## src/rtl/pmt_pkg.sv

```systemverilog
// ----------------------------------------------------------------------------
// pmt_pkg
// Shared widths, header bit positions, packet bundle and delta decoding for
// the PS/2 mouse packet tracker.
// ----------------------------------------------------------------------------
package pmt_pkg;

   localparam int BYTE_W          = 8;
   localparam int CFG_W           = 12;
   localparam int POS_W           = 12;
   localparam int MAX_COORD_BITS  = 16;
   localparam int DELTA_W         = 10;
   localparam int CSR_INDEX_W     = 2;
   localparam int RSP_DATA_W      = 32;
   localparam int RSP_FIELDS_W    = 2 * POS_W + 3;

   // register indexes
   localparam logic [CSR_INDEX_W-1:0] CSR_SCREEN_WIDTH  = 2'd0;
   localparam logic [CSR_INDEX_W-1:0] CSR_SCREEN_HEIGHT = 2'd1;

   // header bit positions
   localparam int HDR_LEFT   = 0;
   localparam int HDR_RIGHT  = 1;
   localparam int HDR_MIDDLE = 2;
   localparam int HDR_ALIGN  = 3;
   localparam int HDR_XSIGN  = 4;
   localparam int HDR_YSIGN  = 5;
   localparam int HDR_XOVF   = 6;
   localparam int HDR_YOVF   = 7;

   // reset values, cut down to the coordinate width where they are used
   localparam logic [MAX_COORD_BITS-1:0] RESET_SCREEN_WIDTH  = 16'd1024;
   localparam logic [MAX_COORD_BITS-1:0] RESET_SCREEN_HEIGHT = 16'd768;
   localparam logic [MAX_COORD_BITS-1:0] RESET_CURSOR_X      = 16'd512;
   localparam logic [MAX_COORD_BITS-1:0] RESET_CURSOR_Y      = 16'd384;

   localparam logic signed [DELTA_W-1:0] OVF_STEP = 10'sd255;

   typedef struct packed {
      logic [BYTE_W-1:0] header;
      logic [BYTE_W-1:0] x_byte;
      logic [BYTE_W-1:0] y_byte;
   } packet_type;

   // 9-bit two's complement delta, pushed a further 255 along its sign on overflow
   function automatic logic signed [DELTA_W-1:0] decode_delta(
      input logic [BYTE_W-1:0] low,
      input logic              neg,
      input logic              ovf
   );
      logic signed [DELTA_W-1:0] d;
      d = $signed({neg, neg, low});
      if (ovf) begin
         if (neg) begin
            d = d - OVF_STEP;
         end else begin
            d = d + OVF_STEP;
         end
      end
      return d;
   endfunction

endpackage

```

## src/rtl/ps2_mouse_packet_tracker.sv

```systemverilog
// ----------------------------------------------------------------------------
// ps2_mouse_packet_tracker
// Groups PS/2 mouse bytes into three-byte packets, moves a clamped cursor and
// reports the position and buttons once per complete packet.
// ----------------------------------------------------------------------------
//
//   port group   direction   payload
//   csr_*        in          csr_index (register), csr_data (12-bit value)
//   req_*        in          data_byte
//   rsp_*        out         pos_x, pos_y, left, middle, right buttons
//
// One request is taken per cycle while req_tready is high; a packet's result appears
// in the output register the cycle after its third byte is taken.
// req_tready is low only while a result sits unclaimed and rsp_tready is low.
// Reset puts the cursor at 512,384 and the screen at 1024 by 768, and arms
// the drop of the first byte. csr_ready is always high.
// ----------------------------------------------------------------------------
module ps2_mouse_packet_tracker
   import pmt_pkg::*;
#(
   parameter int COORD_BITS = 12
) (
   input  logic                   clock,
   input  logic                   reset,

   input  logic                   csr_valid,
   output logic                   csr_ready,
   input  logic [CSR_INDEX_W-1:0] csr_index,
   input  logic [CFG_W-1:0]       csr_data,

   input  logic                   req_tvalid,
   output logic                   req_tready,
   input  logic [BYTE_W-1:0]      req_tdata,   // [7:0] data_byte

   output logic                   rsp_tvalid,
   input  logic                   rsp_tready,
   // [11:0] pos_x, [23:12] pos_y, [24] left_button, [25] middle_button,
   // [26] right_button, rest zero
   output logic [RSP_DATA_W-1:0]  rsp_tdata
);

   typedef enum logic [1:0] {
      PH_HEADER,
      PH_XBYTE,
      PH_YBYTE
   } phase_type;

   phase_type                 phase_ff;
   phase_type                 phase_in;
   logic                      skip_first_ff;
   logic [BYTE_W-1:0]         header_ff;
   logic [BYTE_W-1:0]         header_in;
   logic [BYTE_W-1:0]         x_byte_ff;
   logic [BYTE_W-1:0]         x_byte_in;
   logic [COORD_BITS-1:0]     cursor_x_ff;
   logic [COORD_BITS-1:0]     cursor_y_ff;
   logic [COORD_BITS-1:0]     width_ff;
   logic [COORD_BITS-1:0]     height_ff;
   logic                      rsp_valid_ff;
   logic [RSP_DATA_W-1:0]     rsp_data_ff;
   logic [RSP_DATA_W-1:0]     rsp_data_in;

   logic                      req_fire;
   logic                      csr_fire;
   logic                      packet_done;
   logic [MAX_COORD_BITS-1:0] csr_value;
   logic [COORD_BITS-1:0]     next_x;
   logic [COORD_BITS-1:0]     next_y;
   logic [MAX_COORD_BITS-1:0] pos_x_ext;
   logic [MAX_COORD_BITS-1:0] pos_y_ext;
   packet_type                pkt;

   assign csr_ready  = 1'b1;
   assign csr_fire   = csr_valid & csr_ready;
   assign csr_value  = MAX_COORD_BITS'(csr_data);

   assign req_tready = ~rsp_valid_ff | rsp_tready;
   assign req_fire   = req_tvalid & req_tready;

   assign rsp_tvalid = rsp_valid_ff;
   assign rsp_tdata  = rsp_data_ff;

   assign pkt.header = header_ff;
   assign pkt.x_byte = x_byte_ff;
   assign pkt.y_byte = req_tdata;

   pmt_cursor_step #(
      .COORD_BITS (COORD_BITS)
   ) u_step (
      .pkt      (pkt),
      .cursor_x (cursor_x_ff),
      .cursor_y (cursor_y_ff),
      .limit_x  (width_ff),
      .limit_y  (height_ff),
      .next_x   (next_x),
      .next_y   (next_y)
   );

   always_comb begin
      phase_in    = phase_ff;
      header_in   = header_ff;
      x_byte_in   = x_byte_ff;
      packet_done = 1'b0;
      unique case (phase_ff)
         PH_XBYTE: begin
            x_byte_in = req_tdata;
            phase_in  = PH_YBYTE;
         end
         PH_YBYTE: begin
            packet_done = 1'b1;
            phase_in    = PH_HEADER;
         end
         default: begin
            // drop bytes that cannot be a header to regain alignment
            if (req_tdata[HDR_ALIGN]) begin
               header_in = req_tdata;
               phase_in  = PH_XBYTE;
            end else begin
               phase_in  = PH_HEADER;
            end
         end
      endcase
   end

   always_comb begin
      pos_x_ext   = MAX_COORD_BITS'(next_x);
      pos_y_ext   = MAX_COORD_BITS'(next_y);
      rsp_data_in = RSP_DATA_W'({header_ff[HDR_RIGHT], header_ff[HDR_MIDDLE],
                                 header_ff[HDR_LEFT], pos_y_ext[POS_W-1:0],
                                 pos_x_ext[POS_W-1:0]});
   end

   always_ff @(posedge clock) begin
      if (reset) begin
         width_ff      <= RESET_SCREEN_WIDTH[COORD_BITS-1:0];
         height_ff     <= RESET_SCREEN_HEIGHT[COORD_BITS-1:0];
         skip_first_ff <= 1'b1;
         phase_ff      <= PH_HEADER;
         header_ff     <= '0;
         x_byte_ff     <= '0;
         cursor_x_ff   <= RESET_CURSOR_X[COORD_BITS-1:0];
         cursor_y_ff   <= RESET_CURSOR_Y[COORD_BITS-1:0];
         rsp_valid_ff  <= 1'b0;
      end else begin
         if (csr_fire) begin
            unique case (csr_index)
               CSR_SCREEN_WIDTH:  width_ff  <= csr_value[COORD_BITS-1:0];
               CSR_SCREEN_HEIGHT: height_ff <= csr_value[COORD_BITS-1:0];
               default: ;
            endcase
         end

         if (rsp_valid_ff && rsp_tready) begin
            rsp_valid_ff <= 1'b0;
         end

         if (req_fire) begin
            if (skip_first_ff) begin
               skip_first_ff <= 1'b0;
            end else begin
               phase_ff  <= phase_in;
               header_ff <= header_in;
               x_byte_ff <= x_byte_in;
               if (packet_done) begin
                  cursor_x_ff  <= next_x;
                  cursor_y_ff  <= next_y;
                  rsp_valid_ff <= 1'b1;
               end
            end
         end
      end
   end

   // result payload, held while the result waits on rsp_tready
   always_ff @(posedge clock) begin
      if (req_fire && !skip_first_ff && packet_done) begin
         rsp_data_ff <= rsp_data_in;
      end
   end

endmodule

```

## src/rtl/pmt_cursor_step.sv

```systemverilog
// ----------------------------------------------------------------------------
// pmt_cursor_step
// Applies the decoded packet deltas to the cursor and clamps the result to
// the screen limits. Purely combinational.
// ----------------------------------------------------------------------------
module pmt_cursor_step
   import pmt_pkg::*;
#(
   parameter int COORD_BITS = 12
) (
   input  packet_type            pkt,
   input  logic [COORD_BITS-1:0] cursor_x,
   input  logic [COORD_BITS-1:0] cursor_y,
   input  logic [COORD_BITS-1:0] limit_x,
   input  logic [COORD_BITS-1:0] limit_y,
   output logic [COORD_BITS-1:0] next_x,
   output logic [COORD_BITS-1:0] next_y
);

   localparam int SUM_W = ((COORD_BITS > DELTA_W) ? COORD_BITS : DELTA_W) + 2;

   logic signed [DELTA_W-1:0] dx;
   logic signed [DELTA_W-1:0] dy;
   logic signed [SUM_W-1:0]   sum_x;
   logic signed [SUM_W-1:0]   sum_y;

   always_comb begin
      dx = decode_delta(pkt.x_byte, pkt.header[HDR_XSIGN], pkt.header[HDR_XOVF]);
      dy = decode_delta(pkt.y_byte, pkt.header[HDR_YSIGN], pkt.header[HDR_YOVF]);
      // screen Y grows downwards
      sum_x = $signed(SUM_W'(cursor_x)) + SUM_W'(dx);
      sum_y = $signed(SUM_W'(cursor_y)) - SUM_W'(dy);
   end

   always_comb begin
      if (sum_x < 0) begin
         next_x = '0;
      end else if (sum_x > $signed(SUM_W'(limit_x))) begin
         next_x = limit_x;
      end else begin
         next_x = sum_x[COORD_BITS-1:0];
      end

      if (sum_y < 0) begin
         next_y = '0;
      end else if (sum_y > $signed(SUM_W'(limit_y))) begin
         next_y = limit_y;
      end else begin
         next_y = sum_y[COORD_BITS-1:0];
      end
   end

endmodule
```

## config.mk

```make
export PLATFORM = sky130hd
export DESIGN_NAME = ps2_mouse_packet_tracker
export DESIGN_NICKNAME = d
export VERILOG_FILES = /design/src/rtl/pmt_pkg.sv /design/src/rtl/ps2_mouse_packet_tracker.sv /design/src/rtl/pmt_cursor_step.sv
export SDC_FILE = /design/constraint.sdc
export NUM_CORES = 1
export LEC_CHECK = 0
export BUFFER_PORTS_ARGS = -buffer_cell sky130_fd_sc_hd__buf_2
export CAP_MARGIN = 20
export CELL_PAD_IN_SITES_DETAIL_PLACEMENT = 1
export CELL_PAD_IN_SITES_GLOBAL_PLACEMENT = 1
export CORE_ASPECT_RATIO = 1.4
export CORE_UTILIZATION = 32
export DETAILED_ROUTE_END_ITERATION = 8
export HOLD_SLACK_MARGIN = 0.02
export PLACE_DENSITY = 0.56
export SYNTH_ARGS = -nofsm -noshare
export SYNTH_HDL_FRONTEND = slang
export SYNTH_SLANG_ARGS = --single-unit
export TNS_END_PERCENT = 20
```

## constraint.sdc

```tcl
create_clock -name clock -period 16.2 [get_ports clock]
set_clock_uncertainty 0.2 [all_clocks]
set_input_delay 1.62 -clock clock [delete_from_list [all_inputs] [get_ports clock]]
set_output_delay 1.62 -clock clock [all_outputs]
set_load 0.005 [all_outputs]
```

Yosys cells after proc, flatten, opt, wreduce, memory -nomap -nowiden. Index checks and enable logic that the tools add are counted.

Register bits: 95. Input port bits: 27. Output and inout port bits: 35. Logic and storage cells: 55.

$add $sub $neg: 6. Magnitude comparators: 4. Eq/ne operators: 3. Muxes and demuxes: 15. Bitwise operators: 5. Reduce and logical (&&, ||, !) cells: 12.

Operators by type and width (count): $mux W12 (4); $mux W10 (4); $gt A14 B13 Y1 (2); $lt A14 B1 Y1 const B (2); $add A9 B9 Y10 const B (2); $sub A9 B9 Y10 const B (2); $add A13 B10 Y14 (1); $sub A13 B10 Y14 (1); $mux W1 (6); $reduce_and A2 Y1 (3); $reduce_and A3 Y1 (2); $eq A2 B1 Y1 const B (2); $pmux W2 S2 (1); $reduce_and A4 Y1 (1); $logic_and A1 B1 Y1 (3); $not A1 Y1 (3); $eq A2 B2 Y1 const B (1); $logic_not A2 Y1 (1); $reduce_or A2 Y1 (1); $and A1 B1 Y1 (1); $logic_not A1 Y1 (1); $or A1 B1 Y1 (1).

Longest topological paths before layout.
Depth after elaboration: 7. Depth in mapped cells: 26. Depth with buffers taken out: 25.

Hierarchy. From an unflattened synthesis, not the netlist that was laid out.

Cells, all modules: 715. Area, all modules: 6518.8 sq um.

Modules (own cells, without submodules): ps2_mouse_packet_tracker (instances 1, cells each 343, area an instance 3638.5 sq um, seq. area each 2172.1 sq um); pmt_cursor_step (instances 1, cells each 372, area an instance 2880.3 sq um, seq. area each 0.0 sq um).

Worst setup path before layout. OpenSTA, ideal clock, no wires.

Path kind: in2reg. Start: in req_tdata[0]. End: reg rsp_data_ff[14] (netlist: rsp_tdata[14]), data pin. Library setup time: 0.266 ns. Data arrival time: 6.093 ns. Required time: 15.734 ns. Slack: 9.641 ns. Stages: 23. Buffers on the path: 1. Cell sequence: fa_1 a21o_1 a21oi_1 o21bai_1 a21oi_1 xnor2_1 mux2i_1 ha_1 a21o_1 a31oi_1 a211oi_2 or3_1 a21oi_1 xor2_1 ha_1 nand4_1 nor4_1 nor3_1 a211oi_2 mux2i_2 buf_6 mux2i_1 nor2_1.

Longest elaborated chain between the ends: 7. Elaborated cells between the ends (all ways): 9. Classes of those cells: 3 x add/sub; 2 x order compare; 4 x mux.

RTL lines: from (decl) (RTL line ps2_mouse_packet_tracker.sv:33) `input logic [BYTE_W-1:0] req_tdata,`; $add A9 B9 Y10 / $sub A9 B9 Y10 (equally long branches) (RTL line pmt_pkg.sv:57, pmt_pkg.sv:55); $mux W10 (RTL line pmt_pkg.sv:54) `if (neg) begin`; $mux W10 * (RTL line pmt_pkg.sv:53) `if (ovf) begin`; $sub A13 B10 Y14 * (RTL line pmt_cursor_step.sv:32) `sum_y = $signed(SUM_W'(cursor_y)) - SUM_W'(dy);`; $gt A14 B13 Y1 (RTL line pmt_cursor_step.sv:46) `end else if (sum_y > $signed(SUM_W'(limit_y))) begin`; $mux W12 (RTL line pmt_cursor_step.sv:46); $mux W12 * (RTL line pmt_cursor_step.sv:44) `if (sum_y < 0) begin`; named net next_y[2] (RTL line ps2_mouse_packet_tracker.sv:68) `logic [COORD_BITS-1:0] next_y;`; to (signal assigned) (RTL line ps2_mouse_packet_tracker.sv:177) `rsp_data_ff <= rsp_data_in;`; to (decl) (RTL line ps2_mouse_packet_tracker.sv:60) `logic [RSP_DATA_W-1:0] rsp_data_ff;`.

Mark *: on every way through the listed nets, which the timed path passes. The rest lies on a longest branch. A chain may end at the register's enable or synchronous reset.

Worst setup path after layout.
Start: in req_tdata[0]. End: reg rsp_data_ff[20] (netlist: rsp_tdata[20]), data pin.

The elaborated chain is that of the path after synthesis.

==> out/results.ini <==
[sta]
slew_viol_final = 0
max_freq_mhz = 141.0
slew-limit-headroom = 0.3695
min_period_ps = 7092
timing.hold.ws_ps = 241.2
post-route-period-util = 0.4378
setup_violations = 0
hold_viol = 0
fin_setup_tns_ps = 0
rsz0062_at_grt = false
worst_pin_slew_ps = 941.1

[clocking]
root_buffer = clkbuf_16
postCtsSetupBuffers = 0
ctsHtreeMaxLevel = 3
clock_sinks = 94
numCtsBuffers = 9
cts_tree = yes
cts_hold_buf = 0
post_cts_resize_count = 0
path_clk_slew_ps = 80
clock_path_buffers = 2
clk_latency_ps = 360

[synthesis]
synthXorXnorAreaFrac = 0.04444
ys.flop_type = dfxtp_1
netlist_area_um2 = 6279
postSynthCellCount = 693
synth-edff-count = 27
synth_area_leader_cell = dfxtp_1
synthTopCellsByArea = dfxtp_1, ha_1, edfxtp_1, a21oi_1, nor2_1
synth_compound_area_frac = 0.2027
synth_area_per_cell_um2 = 9.060
synthSimpleGateAreaFrac = 0.1511
ys.warnings.count = 0
synthMuxAreaShare = 0.04962
yosys.area.top_type_share = 0.2136
ys_types = 68
synthAdderAreaFrac = 0.1503
yosysSeqAreaShare = 0.3428
synth_top_family_by_area = compound AO/OA/AOI/OAI gates
ys_async_sr_fraction = 0
ys_seq_elements = 94

[cells_and_area]
num_antenna_cells = 0
area_delta_synth_final_pct = 12.30
finish.utilization = 0.3669
drive_gt1_frac = 0.1507
final_common_cell = nor2_1
final_cells = 991
nets = 838
n_fill_cell = 2284
final_cell_mix = nor2_1, ha_1, a21oi_1

[power_and_ir_drop]
p_total_mw = 0.5783
p_seq_frac = 0.433
power_density_nw_per_um2 = 82.03
p_leak_nw = 2.908
combPwrFrac = 0.183
p_switching_mw = 0.1716
ir_drop_uv = 48.65
swShare = 0.2967
p_int_mw = 0.4067
p_clk_frac = 0.384

[place]
dp_cells = 974
post-dp-hpwl_um = 14040
gp_congestion = 0.8168
io_buffers = 55

[floorplan]
rows = 60
io_pins = 62
die_w_um = 120.4
die_h_um = 167.7
start_util = 0.3267
dieArea_um2 = 20190
coreArea_um2 = 19220

[setup_path]
path_class = input port to flip-flop
critPathCaptureType = flip-flop
path_cells = buf_2 -> fa_1 -> a21o_1 -> a21oi_1 -> o21bai_1 -> a21oi_1 -> xnor2_1 -> mux2i_1 -> ha_1 -> a21o_1 -> a31oi_1 -> a211oi_2 -> or3_1 -> a21oi_1 -> xor2_1 -> ha_1 -> nand4_1 -> nor4_1 -> nor3_1 -> a211oi_2 -> mux2i_2 -> buf_6 -> mux2i_1 -> nor2_1
r2r-end = rsp_tdata[20]$_DFFE_PP_
critPathMaxFanout = 9
critPathMostFrequentCell = a21oi_1
r2r_cells = 24
r2r_start = header_ff[5]$_SDFFE_PP0P_
cp-start-kind = input port
crit_slowest_cell = mux2i_2
max_stage_delay_ps = 540
critPathArrivalTime_ps = 6970
required_ps = 16080
reg2reg_slack_ps = 9600

[min_path]
min_path_cells = 0
hold_path.class = flip-flop to flip-flop
min_to = rsp_tdata[24]$_DFFE_PP_
worstHoldStart = header_ff[0]$_SDFFE_PP0P_

[global_routing]
globalRouteTotalUtil = 0.1911
grt-ovfl-total = 0
grt_max_degree = 69
grt_pass1_vias = 5502
antenna_found_initial = 0
grt_pass1_wl_um = 29300

[run_status]
status = completed

[drt]
vias = 5141
drtIter0Drc = 152
drcViolationCount = 0
ant_nets = 0
drt-wirelength-per-cell_um = 18.48
viasPerCell = 5.188
routed_wl_um = 18320
dr.pass1.iters = 4

[flow_run]
maxCapViolCount = 0

flip-flops by register name (all words and copies together), names as in the netlist:
register / count
cursor_x_ff: 12
cursor_y_ff: 12
header_ff: 7
height_ff: 12
phase_ff: 2
rsp_tdata: 27
rsp_tvalid: 1
skip_first_ff: 1
width_ff: 12
x_byte_ff: 8
Yosys cell counts (all sizes together), types with 6 or more instances:
cell     n
nor2    75
a21oi   69
ha      69
dfxtp   67
nand2   64
inv     52
edfxtp  27
xnor2   25
mux2i   24
o21ai   22
o21a    17
clkbuf  16
buf     14
a22o    13
nand3   13
nand3b  10
a211oi   9
a21o     9
o21bai   9
nand2b   8
nor3     8
mux2     6
xor2     6
metrics by stage:
stage / worst slack [ps] / area, µm²
finish: 9108 / 7051
floorplan: 9641 / 6294
global route: 8736 / 7051
global placement: 8688 / 6740
detailed placement: 8499 / 6740
CTS: 8881 / 7039
power groups by stage:
stage / logic [mW] / registers (mW) / clock network (mW)
2_1_floorplan: 0.0830 / 0.254 / 0
3_3_place_gp: 0.101 / 0.256 / 0
3_5_place_dp: 0.105 / 0.256 / 0
4_1_cts: 0.106 / 0.251 / 0.230
5_1_grt: 0.118 / 0.251 / 0.237
6_report: 0.106 / 0.250 / 0.222
critical path, delay by kind of cell:
kind	cells	cell delay, ps
compound gates	9	1650
fa+ha+maj	3	1110
simple gates	5	930
mux	3	880
buf+inv	2	380
xor+xnor	2	380
layer usage:
| metal | track usage | routed length [µm] | vias to the layer above |
|---|---|---|---|
| met1 | 0.2031 | 7269 | 2533 |
| met5 | 0 | 0 | - |
| met2 | 0.3636 | 9980 | 58 |
| met4 | 0.09071 | 719 | 0 |
| met3 | 0.02657 | 347 | 31 |
| li1 | - | - | 2519 |
logic make-up (layout without fill, tap and decap cells):
logic type	count (synthesis)	in the layout
buf+inv	82	128
other cells	2	6
simple gates	204	204
flops	94	94
xor+xnor	31	31
fa+ha+maj	73	73
mux	30	30
compound gates	177	177
worst max path at each step:
stage                            start                 endpoint  cells past startpoint
after floorplan           req_tdata[0]  rsp_tdata[14]$_DFFE_PP_                     23
after global placement    req_tdata[0]  rsp_tdata[21]$_DFFE_PP_                     23
after detailed placement  req_tdata[0]  rsp_tdata[21]$_DFFE_PP_                     23
final                     req_tdata[0]  rsp_tdata[20]$_DFFE_PP_                     24
after global routing      req_tdata[0]  rsp_tdata[21]$_DFFE_PP_                     24
after CTS                 req_tdata[0]  rsp_tdata[21]$_DFFE_PP_                     23
area by class of cell:
cell class	count	area [µm²]	area share
inverters	52	195.2	0.02768
multi-input cells	521	3777	0.5358
clock inverters	5	45.04	0.006389
clock buffers	11	254.0	0.03602
repair buffers	60	316.6	0.04490
well taps	248	310.3	0.04401
flip-flops and latches	94	2152	0.3052
(Power assumes the default switching activity.)
